### config.mk
export PLATFORM = sky130hd
export DESIGN_NAME = sle_ctrl
export DESIGN_NICKNAME = d
export VERILOG_FILES = /design/src/hw/rtl/sle_pkg.sv /design/src/hw/rtl/sle_ctrl.sv
export SDC_FILE = /design/constraint.sdc
export NUM_CORES = 1
export LEC_CHECK = 0
export BUFFER_PORTS_ARGS = -buffer_cell sky130_fd_sc_hd__buf_2
export CORE_ASPECT_RATIO = 1.1
export CORE_MARGIN = 5
export CORE_UTILIZATION = 51
export DETAILED_ROUTE_END_ITERATION = 8
export PLACE_DENSITY_LB_ADDON = 0.3
export SYNTH_ARGS = -nofsm -noshare
export SYNTH_HDL_FRONTEND = slang
export SYNTH_SLANG_ARGS = --single-unit
### constraint.sdc
create_clock -name clk -period 4.6 [get_ports clk]
set_input_delay 0.23 -clock clk [delete_from_list [all_inputs] [get_ports clk]]
set_output_delay 0.23 -clock clk [all_outputs]
set_load 0.01 [all_outputs]
### src/hw/rtl/sle_pkg.sv
// Shared constants, codes and types of the sequential list engine.
package sle_pkg;

  localparam int DEPTH      = 256;
  localparam int DATA_WIDTH = 32;
  localparam int ADDR_W     = $clog2(DEPTH);
  localparam int LEN_W      = ADDR_W + 1;
  localparam int CAP_W      = 9;
  localparam int POS_W      = 9;
  localparam int CMP_W      = (LEN_W > CAP_W) ? LEN_W : CAP_W;
  localparam int ACT_W      = 3;
  localparam int STAT_W     = 2;
  localparam int VAL_W      = 32;
  localparam int IDX_W      = 8;
  localparam int CNT_W      = 9;

  localparam logic [CAP_W-1:0] CAP_RESET = 9'd256;

  localparam logic [ACT_W-1:0] ACT_INSERT = 3'd0;
  localparam logic [ACT_W-1:0] ACT_DELETE = 3'd1;
  localparam logic [ACT_W-1:0] ACT_FIND   = 3'd2;
  localparam logic [ACT_W-1:0] ACT_GET    = 3'd3;
  localparam logic [ACT_W-1:0] ACT_CLEAR  = 3'd4;

  localparam logic [STAT_W-1:0] ST_OK        = 2'd0;
  localparam logic [STAT_W-1:0] ST_RANGE     = 2'd1;
  localparam logic [STAT_W-1:0] ST_FULL      = 2'd2;
  localparam logic [STAT_W-1:0] ST_NOT_FOUND = 2'd3;

  typedef struct packed {
    logic                  we;
    logic [ADDR_W-1:0]     waddr;
    logic [DATA_WIDTH-1:0] wdata;
    logic                  re;
    logic [ADDR_W-1:0]     raddr;
  } ram_req_t;

endpackage

### src/hw/rtl/sle_ctrl.sv
// Sequencer that walks the list memory one entry per cycle for insert, delete and find.
module sle_ctrl
  import sle_pkg::*;
(
  input  logic                         clk,
  input  logic                         rst_n,
  input  logic                         start,
  output logic                         busy,
  input  logic [ACT_W-1:0]             in_action,
  input  logic [POS_W-1:0]             in_position,
  input  logic signed [VAL_W-1:0]      in_value,
  input  logic [CMP_W-1:0]             eff_cap,
  output ram_req_t                     ram_req,
  input  logic [DATA_WIDTH-1:0]        ram_rdata,
  output logic                         out_strobe,
  output logic [STAT_W-1:0]            out_status,
  output logic signed [VAL_W-1:0]      out_read_value,
  output logic [IDX_W-1:0]             out_found_index,
  output logic [CNT_W-1:0]             out_count
);

  typedef enum logic [6:0] {
    S_IDLE      = 7'b0000001,
    S_INS_SHIFT = 7'b0000010,
    S_INS_PUT   = 7'b0000100,
    S_DEL_CAP   = 7'b0001000,
    S_DEL_SHIFT = 7'b0010000,
    S_FIND      = 7'b0100000,
    S_GET_CAP   = 7'b1000000
  } state_t;

  state_t                state_r, state_nxt;
  logic [LEN_W-1:0]      len_r, len_nxt;
  logic [LEN_W-1:0]      cur_r, cur_nxt;
  logic                  pend_r, pend_nxt;
  logic [ADDR_W-1:0]     pend_addr_r, pend_addr_nxt;
  logic [CMP_W-1:0]      pos_r, pos_nxt;
  logic [DATA_WIDTH-1:0] val_r, val_nxt;
  logic [DATA_WIDTH-1:0] rd_r, rd_nxt;
  logic                  strobe_r, strobe_nxt;
  logic [STAT_W-1:0]     status_r, status_nxt;
  logic [VAL_W-1:0]      rdval_r, rdval_nxt;
  logic [IDX_W-1:0]      found_r, found_nxt;
  logic [CNT_W-1:0]      count_r;
  logic [CMP_W-1:0]      in_pos_ext;
  logic [CMP_W-1:0]      len_ext;
  logic [CMP_W-1:0]      cur_ext;

  assign in_pos_ext = CMP_W'(in_position);
  assign len_ext    = CMP_W'(len_r);
  assign cur_ext    = CMP_W'(cur_r);
  assign busy       = (state_r != S_IDLE);

  always_comb begin
    state_nxt     = state_r;
    len_nxt       = len_r;
    cur_nxt       = cur_r;
    pend_nxt      = pend_r;
    pend_addr_nxt = pend_addr_r;
    pos_nxt       = pos_r;
    val_nxt       = val_r;
    rd_nxt        = rd_r;
    strobe_nxt    = 1'b0;
    status_nxt    = ST_OK;
    rdval_nxt     = '0;
    found_nxt     = '0;
    ram_req       = '0;
    unique case (state_r)
      S_IDLE: begin
        if (start) begin
          pos_nxt  = in_pos_ext;
          val_nxt  = DATA_WIDTH'($unsigned(in_value));
          pend_nxt = 1'b0;
          unique case (in_action)
            ACT_INSERT: begin
              if (len_ext >= eff_cap) begin
                strobe_nxt = 1'b1;
                status_nxt = ST_FULL;
              end else if (in_pos_ext > len_ext) begin
                strobe_nxt = 1'b1;
                status_nxt = ST_RANGE;
              end else begin
                cur_nxt   = len_r;
                state_nxt = S_INS_SHIFT;
              end
            end
            ACT_DELETE: begin
              if (in_pos_ext >= len_ext) begin
                strobe_nxt = 1'b1;
                status_nxt = ST_RANGE;
              end else begin
                ram_req.re    = 1'b1;
                ram_req.raddr = ADDR_W'(in_position);
                state_nxt     = S_DEL_CAP;
              end
            end
            ACT_FIND: begin
              cur_nxt   = '0;
              state_nxt = S_FIND;
            end
            ACT_GET: begin
              if (in_pos_ext >= len_ext) begin
                strobe_nxt = 1'b1;
                status_nxt = ST_RANGE;
              end else begin
                ram_req.re    = 1'b1;
                ram_req.raddr = ADDR_W'(in_position);
                state_nxt     = S_GET_CAP;
              end
            end
            ACT_CLEAR: begin
              len_nxt    = '0;
              strobe_nxt = 1'b1;
            end
            default: begin
              strobe_nxt = 1'b1;
            end
          endcase
        end
      end
      S_INS_SHIFT: begin
        ram_req.we    = pend_r;
        ram_req.waddr = pend_addr_r;
        ram_req.wdata = ram_rdata;
        if (cur_ext > pos_r) begin
          ram_req.re    = 1'b1;
          ram_req.raddr = ADDR_W'(cur_r - LEN_W'(1));
          pend_nxt      = 1'b1;
          pend_addr_nxt = ADDR_W'(cur_r);
          cur_nxt       = cur_r - LEN_W'(1);
        end else begin
          pend_nxt  = 1'b0;
          state_nxt = S_INS_PUT;
        end
      end
      S_INS_PUT: begin
        ram_req.we    = 1'b1;
        ram_req.waddr = ADDR_W'(pos_r);
        ram_req.wdata = val_r;
        len_nxt       = len_r + LEN_W'(1);
        strobe_nxt    = 1'b1;
        state_nxt     = S_IDLE;
      end
      S_DEL_CAP: begin
        rd_nxt    = ram_rdata;
        cur_nxt   = LEN_W'(pos_r + CMP_W'(1));
        pend_nxt  = 1'b0;
        state_nxt = S_DEL_SHIFT;
      end
      S_DEL_SHIFT: begin
        ram_req.we    = pend_r;
        ram_req.waddr = pend_addr_r;
        ram_req.wdata = ram_rdata;
        if (cur_r < len_r) begin
          ram_req.re    = 1'b1;
          ram_req.raddr = ADDR_W'(cur_r);
          pend_nxt      = 1'b1;
          pend_addr_nxt = ADDR_W'(cur_r - LEN_W'(1));
          cur_nxt       = cur_r + LEN_W'(1);
        end else begin
          pend_nxt   = 1'b0;
          len_nxt    = len_r - LEN_W'(1);
          strobe_nxt = 1'b1;
          rdval_nxt  = VAL_W'(rd_r);
          state_nxt  = S_IDLE;
        end
      end
      S_FIND: begin
        if (pend_r && (ram_rdata == val_r)) begin
          pend_nxt   = 1'b0;
          strobe_nxt = 1'b1;
          found_nxt  = IDX_W'(pend_addr_r);
          state_nxt  = S_IDLE;
        end else if (cur_r < len_r) begin
          ram_req.re    = 1'b1;
          ram_req.raddr = ADDR_W'(cur_r);
          pend_nxt      = 1'b1;
          pend_addr_nxt = ADDR_W'(cur_r);
          cur_nxt       = cur_r + LEN_W'(1);
        end else begin
          pend_nxt   = 1'b0;
          strobe_nxt = 1'b1;
          status_nxt = ST_NOT_FOUND;
          state_nxt  = S_IDLE;
        end
      end
      S_GET_CAP: begin
        strobe_nxt = 1'b1;
        rdval_nxt  = VAL_W'(ram_rdata);
        state_nxt  = S_IDLE;
      end
      default: begin
        state_nxt = S_IDLE;
      end
    endcase
  end

  always_ff @(posedge clk) begin
    if (!rst_n) begin
      state_r  <= S_IDLE;
      len_r    <= '0;
      pend_r   <= 1'b0;
      strobe_r <= 1'b0;
    end else begin
      state_r  <= state_nxt;
      len_r    <= len_nxt;
      pend_r   <= pend_nxt;
      strobe_r <= strobe_nxt;
    end
  end

  always_ff @(posedge clk) begin
    cur_r       <= cur_nxt;
    pend_addr_r <= pend_addr_nxt;
    pos_r       <= pos_nxt;
    val_r       <= val_nxt;
    rd_r        <= rd_nxt;
    if (strobe_nxt) begin
      status_r <= status_nxt;
      rdval_r  <= rdval_nxt;
      found_r  <= found_nxt;
      count_r  <= CNT_W'(len_nxt);
    end
  end

  assign out_strobe      = strobe_r;
  assign out_status      = status_r;
  assign out_read_value  = rdval_r;
  assign out_found_index = found_r;
  assign out_count       = count_r;

endmodule

==> flow_summary.yaml, run 1 <==
sta:
  skew_ns: 0.00920
  tns_ns: 0
  max_freq_ghz: 0.279
  setup_viol_count_final: 0
  grt_setup_unrepaired: "false"
  period_needed_ns: 3.59
  drv_slew: 0
  min_period_over_period_pct: 78.0
  finalHoldViolations: 0
  worst_pin_slew_ns: 1.03
  slew_headroom_pct: 31.6
route:
  drtIter0Drc: 692
  wl_per_cell_microns: 21.7
  drc: 0
  routed.top_layer: "met4"
  vias: 7470
  wl_met3_microns: 2250
  wl_microns: 26700
  via_per_inst: 6.05
  antenna_left: 0
  drtPass1Iterations: 6
  wl_met1_microns: 10500
  wl_met2_microns: 13100
power:
  comb_power_share_pct: 13.7
  p_switching_mw: 0.935
  p_per_area_nw_per_um2: 322
  p_leak_nw: 4.42
  max-vdd-ir-drop_v: 0.000260
  total_power_mw: 3.48
  p_int_mw: 2.54
  switching_share_pct: 26.9
  clockPowerShare_pct: 36.3
  p_seq_share_pct: 50.0
global_route:
  grt_use_total_pct: 26.4
  grt.overflow.total: 0
  grt_pass1_wl_microns: 40500
  antenna_found_initial: 0
  grt_pass1_vias: 7373
  grt_max_degree: 50
final_layout:
  nNetsFinal: 1114
  areaGrowthSynthToFinish_pct: 23.5
  layout.cells.non_filler: 1235
  layout-drive-gt1-share_pct: 25.3
  final_util_pct: 63.7
place:
  portBuffers: 190
  place.gp.congestion: 0.964
  place_inst: 1169
  hpwl_microns: 19100
die:
  fp.dieArea_sq_um: 19900
  chipHeight_microns: 147
  core-area_sq_um: 17000
  rows: 50
  fp.dieW_microns: 135
  top_level_ports: 191
  start_util_pct: 51.6
critical_path:
  cp-start-kind: "flip-flop"
  crit_required_ns: 4.37
  r2r_start: "len_ext[4]$_SDFF_PN0_"
  critical_path_class: "flip-flop to primary output"
  crit_fanout: 18
  setup.worst_path.start: "state_r[1]$_SDFFE_PN0P_"
  arrival_ns: 3.36
  critPathCaptureType: "primary output"
cts:
  clk-insertion-delay-late_ns: 0.42
  numCtsBuffers: 17
  clkTransAtPathRegs_ns: 0.06
  cts_tree: "done"
  cts_buffer_depth: 2
  cts_resized: 0
  cts_sinks: 159
  post_cts_buffers: 0
  htree_levels: 4
  cts_root_buf: "clkbuf_16"
  holdBufCountCts: 31
logic_synthesis:
  syn_inst: 770
  yosys-top-cells-area: "edfxtp_1 48%, a22o_1 6.6%, ha_1 5.6%"
  synth_top_area_cell: "edfxtp_1"
  synth_most_common_cell: "edfxtp_1"
  synth_nets: 897
  yosysTopAreaCellShare_pct: 48.4
  async_flop_share_pct: 0
  ys_warn_count: 0
  syn_area_sq_um: 8750
  ys_seq_area_share_pct: 52.5
  syn_area_per_cell_sq_um: 11.4
  ys_top_cells_by_count: "141 x edfxtp_1, 66 x a22o_1, 58 x nand2_1"
  synth_top_flop_cell: "edfxtp_1"
  synth-seq-cells: 159
  synth_cell_types: 78
  synth_edf_count: 141
run_status:
  status: "finished clean"
hold_path:
  holdCritStartpoint: "in_value[7]"
  hold_class: "primary input to flip-flop"
job:
  drv_cap: 0
-- layout make-up --
cell class | count | area [sq um]
sequential | 159 | 4590
clock buffer | 18 | 429
inverter | 44 | 165
antenna | 1 | 2.50
clock inverter | 14 | 92.6
fill | 1368 | 6150
timing repair buffer | 237 | 1390
multi-input combinational | 528 | 3840
tap | 234 | 293
-- registers in the layout, indices dropped and copies added, names as in the netlist --
register,cells
out_count,9
cur_ext,9
pend_addr_r,8
out_found_index,8
rd_r,32
out_read_value,32
state_r,7
pend_r,1
val_r,32
out_strobe,1
out_status,2
pos_r,9
len_ext,9
-- metrics by stage --
stage | instance area (sq um) | hold slack, ns | worst slack, ns
floorplan | 8750 | 0.301 | 0.592
global route | 10800 | 0.00123 | 0.797
CTS | 10800 | 0.000140 | 1.05
finish | 10800 | 0.0206 | 1.01
global placement | 9950 | 0.408 | 1.08
detailed placement | 9950 | 0.408 | 1.07
-- cells in the final DEF, fill, tap and decap left out, drive strengths merged, types with 6 or more instances in the layout --
cell	instances
a21oi	24
a221o	6
a22o	66
a31oi	10
and2	12
and3	9
buf	204
clkbuf	18
clkinv	9
dfxtp	18
dlygate4sd3	33
edfxtp	141
ha	39
inv	47
nand2	58
nand3	26
nand4	10
nor2	33
nor3	18
nor4	15
o211ai	12
o21ai	33
o221ai	6
or3	6
or4	6
xnor2	31
xor2	24
-- logic make-up (layout without fill, tap and decap cells) --
group | Yosys count | in the layout | share of synthesized area, %
buf+inv | 83 | 313 | 3.80
xor+xnor | 55 | 55 | 5.51
fa+ha+maj | 39 | 39 | 5.58
mux | 1 | 1 | 0.114
flops | 159 | 159 | 52.5
other cells | 0 | 1 | 0
compound gates | 213 | 213 | 18.3
simple gates | 220 | 220 | 14.2
-- power groups by stage --
| stage | sequential, mW | combinational, mW | clock (mW) |
|---|---|---|---|
| 3_3_place_gp | 1.77 | 0.442 | 0 |
| 6_report | 1.74 | 0.476 | 1.26 |
| 2_1_floorplan | 1.76 | 0.246 | 0 |
| 3_5_place_dp | 1.77 | 0.447 | 0 |
| 5_1_grt | 1.75 | 0.515 | 1.34 |
| 4_1_cts | 1.74 | 0.471 | 1.27 |
-- critical path: stages (launching register included) --
cell and delay [ns]:
dfxtp_1 0.41, or4_1 0.78, nor3_4 0.73, o211ai_2 0.46, o221ai_1 0.35, buf_2 0.19
-- per-layer routing --
metal	vias up	global-route usage (%)
met1	3564	33.6
met4	0	10.0
met3	71	4.73
met2	407	45.0
met5	-	0
li1	3428	-
-- worst paths after layout --
| path | to | slack (ns) | cells past startpoint |
|---|---|---|---|
| min reg2reg | pend_r$_SDFFE_PN0P_ | 0.53 | 2 |
| max | ram_req[3] | 1.01 | 5 |
| min | val_r[7]$_DFFE_PP_ | 0.02 | 1 |
| max reg2reg | out_found_index[4]$_SDFFCE_PN0P_ | 1.02 | 9 |
Note: power is estimated with default switching activity, not from simulation.
==> inputs of run 2 (changes only) <==
ABC_AREA = 1   (was not set)
CORE_UTILIZATION = 50   (was 51)
clock period = 3.2 ns   (was 4.6 ns; I/O delays follow)
==> flow_summary.yaml, run 2 <==
logic_synthesis:
  synth_edf_count: 141
  synth_cell_types: 39
  synth_nets: 1120
  ys_seq_area_share_pct: 52.6
  yosysTopAreaCellShare_pct: 48.5
  ys_top_cells_by_count: "237 x nand2_1, 155 x inv_1, 141 x edfxtp_1"
  synth_top_area_cell: "edfxtp_1"
  synth_top_flop_cell: "edfxtp_1"
  async_flop_share_pct: 0
  synth-seq-cells: 159
  syn_area_sq_um: 8730
  ys_warn_count: 0
  yosys-top-cells-area: "edfxtp_1 48%, nand2_1 10%, inv_1 6.7%"
  syn_inst: 993
  synth_most_common_cell: "nand2_1"
  syn_area_per_cell_sq_um: 8.79
job:
  drv_cap: 0
cts:
  cts_buffer_depth: 2
  numCtsBuffers: 17
  clk-insertion-delay-late_ns: 0.43
  cts_sinks: 159
  post_cts_buffers: 0
  htree_levels: 4
  cts_root_buf: "clkbuf_16"
  cts_tree: "done"
  clkTransAtPathRegs_ns: 0.07
final_layout:
  final_area_sq_um: 11400
  final_cell_mix: "236 x nand2_1, 190 x buf_2, 155 x inv_1"
  layout_commonest_cell: "nand2_1"
  areaGrowthSynthToFinish_pct: 30.4
  layout-drive-gt1-share_pct: 21.0
  nNetsFinal: 1397
die:
  chipHeight_microns: 149
  start_util_pct: 51.1
  rows: 50
  core-area_sq_um: 17100
  top_level_ports: 191
  fp.dieArea_sq_um: 20200
  fp.dieW_microns: 136
sta:
  period_needed_ns: 2.98
  grt_setup_unrepaired: "false"
  min_period_over_period_pct: 93.1
  skew_ns: 0.0122
  worst_pin_slew_ns: 0.774
  slew_headroom_pct: 48.4
  setup_viol_count_final: 0
  drv_slew: 0
  tns_ns: 0
  max_freq_ghz: 0.336
  finalHoldViolations: 0
  hold_slack_ns: 0.0272
power:
  total_power_mw: 7.21
  max-vdd-ir-drop_v: 0.000369
  p_leak_nw: 5.31
  p_per_area_nw_per_um2: 633
route:
  vias: 8201
  wl_per_cell_microns: 17.9
  antenna_left: 0
  wl_microns: 27200
  drtPass1Iterations: 5
  drc: 0
  drtIter0Drc: 755
  via_per_inst: 5.40
global_route:
  grt.overflow.total: 0
  antenna_found_initial: 2
  grt_max_degree: 42
  grt_pass1_vias: 8032
  grt_use_total_pct: 26.7
  grt_pass1_wl_microns: 41900
critical_path:
  ff2ff_path_depth: 14
  crit_fanout: 9
  cp-start-kind: "flip-flop"
  critPathCaptureType: "primary output"
  arrival_ns: 2.82
  r2r_slack_ns: 0.50
  critical_path_class: "flip-flop to primary output"
  reg2reg_to: "out_found_index[2]$_SDFFCE_PN0P_"
  r2r_start: "len_ext[8]$_SDFF_PN0_"
  crit_required_ns: 3.04
hold_path:
  whs_path_depth: 3
  min_to: "state_r[6]$_SDFFE_PN0P_"
  hold_class: "primary input to flip-flop"
  holdCritStartpoint: "in_action[1]"
place:
  place.gp.congestion: 0.978
  portBuffers: 190
  hpwl_microns: 20200
  place_area_sq_um: 10100
run_status:
  status: "finished clean"
run 2: logic make-up (layout without fill, tap and decap cells):
group                      count (synthesis)  count (layout)  share of synthesized area (%)
and+or+nand+nor                          407             407                           19.7
buffers and inverters                    187             477                           8.20
AOI/OAI and AO/OA                        183             183                           12.1
DFF                                      159             159                           52.6
adders and majority gates                 39              39                           5.59
xor gates and xnor gates                  18              18                           1.81
other                                      0               1                              0
run 2: worst max path at each step:
stage	slack, ns	from	cells past startpoint	to
after floorplan	0.20	len_ext[6]$_SDFF_PN0_	14	out_count[0]$_DFFE_PP_
after global placement	0.55	len_ext[6]$_SDFF_PN0_	10	out_read_value[12]$_DFFE_PP_
after detailed placement	0.46	len_ext[2]$_SDFF_PN0_	11	out_read_value[12]$_DFFE_PP_
after CTS	0.008	len_ext[2]$_SDFF_PN0_	12	ram_req[0]
after global routing	0.005	len_ext[8]$_SDFF_PN0_	12	ram_req[6]
final	0.22	len_ext[5]$_SDFF_PN0_	12	ram_req[6]
run 2: report_power, final:
part | internal, mW | switching [mW] | total, mW | leakage (nW)
combinational | 0.788 | 1.53 | 2.31 | 3.56
clock | 1.08 | 0.865 | 1.95 | 0.273
sequential | 2.73 | 0.216 | 2.95 | 1.48
total | 4.60 | 2.61 | 7.21 | 5.31
run 2: layer usage:
layer  up-vias  routed length, microns  GRT usage (%)
li1       3920                       -              -
met1      3793                   10700           33.9
met2       424                   13300           45.2
met3        62                    2490           5.51
met4         2                     707           9.93
met5         -                      13              0
run 2: cell type report:
class / instances / area [sq um]
Clock inverter: 15 / 138
Timing Repair Buffer: 284 / 1880
Inverter: 161 / 604
Fill cell: 1432 / 5690
Clock buffer: 17 / 425
Tap cell: 234 / 293
Sequential cell: 159 / 4600
Multi-Input combinational cell: 647 / 3450
Antenna cell: 1 / 2.50
run 2: what timing repair did:
action | 4_1_cts | 5_1_grt
endpoints found under the hold margin | 73 | 0
gates resized for setup | 0 | 4
setup endpoints to repair | 0 | 8
hold buffers | 73 | 0
run 2: worst max-delay path, stage by stage (launching register included):
cell,delay [ns]
dfxtp_1,0.49
inv_1,0.19
ha_1,0.32
nand2_1,0.04
nor2_1,0.14
o211ai_1,0.13
nand3_2,0.19
inv_1,0.11
nand2_1,0.22
nand2_2,0.18
a21oi_1,0.18
nand2_1,0.06
buf_2,0.14
run 2: through the flow:
step,util (%),setup slack [ns],instances
floorplan,-,0.201,993
global placement,59.0,0.552,1412
detailed placement,59.0,0.463,1412
CTS,66.6,0.00811,1517
global route,66.7,0.00518,1518
finish,66.7,0.220,1518
==> inputs of run 3 (changes only) <==
CORE_UTILIZATION = 51   (was 50)
clock period = 3.9 ns   (was 3.2 ns; I/O delays follow)
==> flow_summary.yaml, run 3 (same netlist as run 2, synthesis figures left out) <==
run_status:
  status: "finished clean"
final_layout:
  seq_area_sq_um: 4590
  nNetsFinal: 1382
  antenna-diode-count: 0
  layout-drive-gt1-share_pct: 20.2
  fillers: 1377
  final_cell_mix: "237 x nand2_1, 190 x buf_2, 155 x inv_1"
  multiInputGateArea_sq_um: 3440
  final_area_sq_um: 11300
  layout_commonest_cell: "nand2_1"
  layout.cells.non_filler: 1502
  areaGrowthSynthToFinish_pct: 28.9
sta:
  setup_viol_count_final: 0
  tns_ns: 0
  slew_headroom_pct: 27.6
  drv_slew: 0
  worst_pin_slew_ns: 1.09
  period_needed_ns: 3.63
  grt_setup_unrepaired: "false"
  min_period_over_period_pct: 93.0
  max_freq_ghz: 0.276
  finalHoldViolations: 0
  skew_ns: 0.0110
  setup_slack_ns: 0.273
critical_path:
  crit_fanout: 12
  crit_required_ns: 3.70
  critPathCaptureType: "primary output"
  cp-start-kind: "flip-flop"
  cpMaxStageDelayCell: "dfxtp_1"
  cpMostUsedCell: "nand2_1"
  slowest_delay_ns: 0.50
  crit_chain: "inv_1 > ha_1 > a21oi_1 > o21ai_0 > nand2_1 > nand3_1 > inv_1 > nand3_1 > nand2_1 > nand2_1 > o211ai_1 > buf_2"
  critical_path_class: "flip-flop to primary output"
  arrival_ns: 3.43
cts:
  cts_buffer_depth: 2
  cts_resized: 0
  cts_sinks: 159
  cts_root_buf: "clkbuf_16"
  cts_tree: "done"
  clkTransAtPathRegs_ns: 0.07
  clk-insertion-delay-late_ns: 0.43
  htree_levels: 4
  numCtsBuffers: 17
global_route:
  antenna_found_initial: 0
  grt.overflow.total: 0
  grt_pass1_vias: 7847
  grt_use_total_pct: 26.9
  grt_pass1_wl_microns: 41400
  grt_max_degree: 42
route:
  wl_microns: 27100
  drtPass1Iterations: 5
  via_per_inst: 5.35
  wl_per_cell_microns: 18.1
  drc: 0
  antenna_left: 0
  drtIter0Drc: 718
  vias: 8043
die:
  top_level_ports: 191
  fp.dieArea_sq_um: 19800
  rows: 50
  fp.dieW_microns: 135
  chipHeight_microns: 147
  core-area_sq_um: 17000
  start_util_pct: 51.5
power:
  p_leak_nw: 5.25
  p_per_area_nw_per_um2: 533
  total_power_mw: 6.00
  max-vdd-ir-drop_v: 0.000329
place:
  place.gp.congestion: 0.952
  hpwl_microns: 19500
  place_inst: 1403
  place_area_sq_um: 9970
  portBuffers: 190
  pre_cts_slack_ns: 0.649
hold_path:
  hold_class: "primary input to flip-flop"
job:
  drv_cap: 0
==> run 3: cell count changes in the layout (fill, tap and decap cells not counted), moves of 2 or more <==
cell           delta
dfxtp_2           -2
clkinvlp_4        -2
dlygate4sd3_1     -6
clkinv_4          -2
buf_4             -6
bufinv_16         +2
inv_6             +2
dfxtp_1           +2
buf_12            -3
==> run 3: area by class of cell <==
cell class,instances,area share (%)
Tap cell,234,2.60
Inverter,161,5.37
Timing Repair Buffer,269,15.2
Sequential cell,159,40.8
Clock inverter,14,1.59
Multi-Input combinational cell,647,30.6
Clock buffer,18,3.81
==> run 3: worst max-delay path: cells and delay by family (launching register included) <==
| family | cells | cell delay (ns) |
|---|---|---|
| flops | 1 | 0.50 |
| fa+ha+maj | 1 | 0.35 |
| buf+inv | 3 | 0.65 |
| simple gates | 5 | 1.14 |
| compound gates | 3 | 0.36 |
==> run 3: repair_timing <==
action	4_1_cts	5_1_grt
buffers inserted	0	0
hold buffers	67	0
endpoints found under the hold margin	67	0
==> run 3: path summary, 6_finish.rpt <==
path                            cells past startpoint  slack, ns                      endpoint                  start
worst max-delay path                               12       0.27                    ram_req[0]  len_ext[2]$_SDFF_PN0_
worst min-delay path                                1       0.01            pos_r[6]$_DFFE_PP_         in_position[6]
worst max register to register                     10       0.62  out_read_value[25]$_DFFE_PP_  len_ext[6]$_SDFF_PN0_
worst min register to register                      2       0.53  out_read_value[11]$_DFFE_PP_     rd_r[11]$_DFFE_PP_
==> run 3: power by group <==
group,switching (mW),total (mW),internal [mW]
registers,0.195,2.44,2.24
logic,1.21,1.82,0.604
clock network,0.718,1.74,1.02
total,2.13,6.00,3.87
==> run 3: per-layer routing <==
| layer | vias up | part of all wire, % | track usage [%] |
|---|---|---|---|
| met4 | 0 | 2.8 | 9.01 |
| met2 | 396 | 49 | 46.7 |
| met1 | 3701 | 40 | 33.6 |
| li1 | 3889 | - | - |
| met3 | 57 | 7.8 | 5.14 |
| met5 | - | 0 | 0 |
==> run 3: stage by stage <==
stage | util [%] | hold WS, ns
after global placement | 58.8 | 0.372
after global routing | 66.4 | 0.00924
after CTS | 66.4 | 0.00339
after floorplan | - | 0.294
final | 66.4 | 0.0115
after detailed placement | 58.8 | 0.373
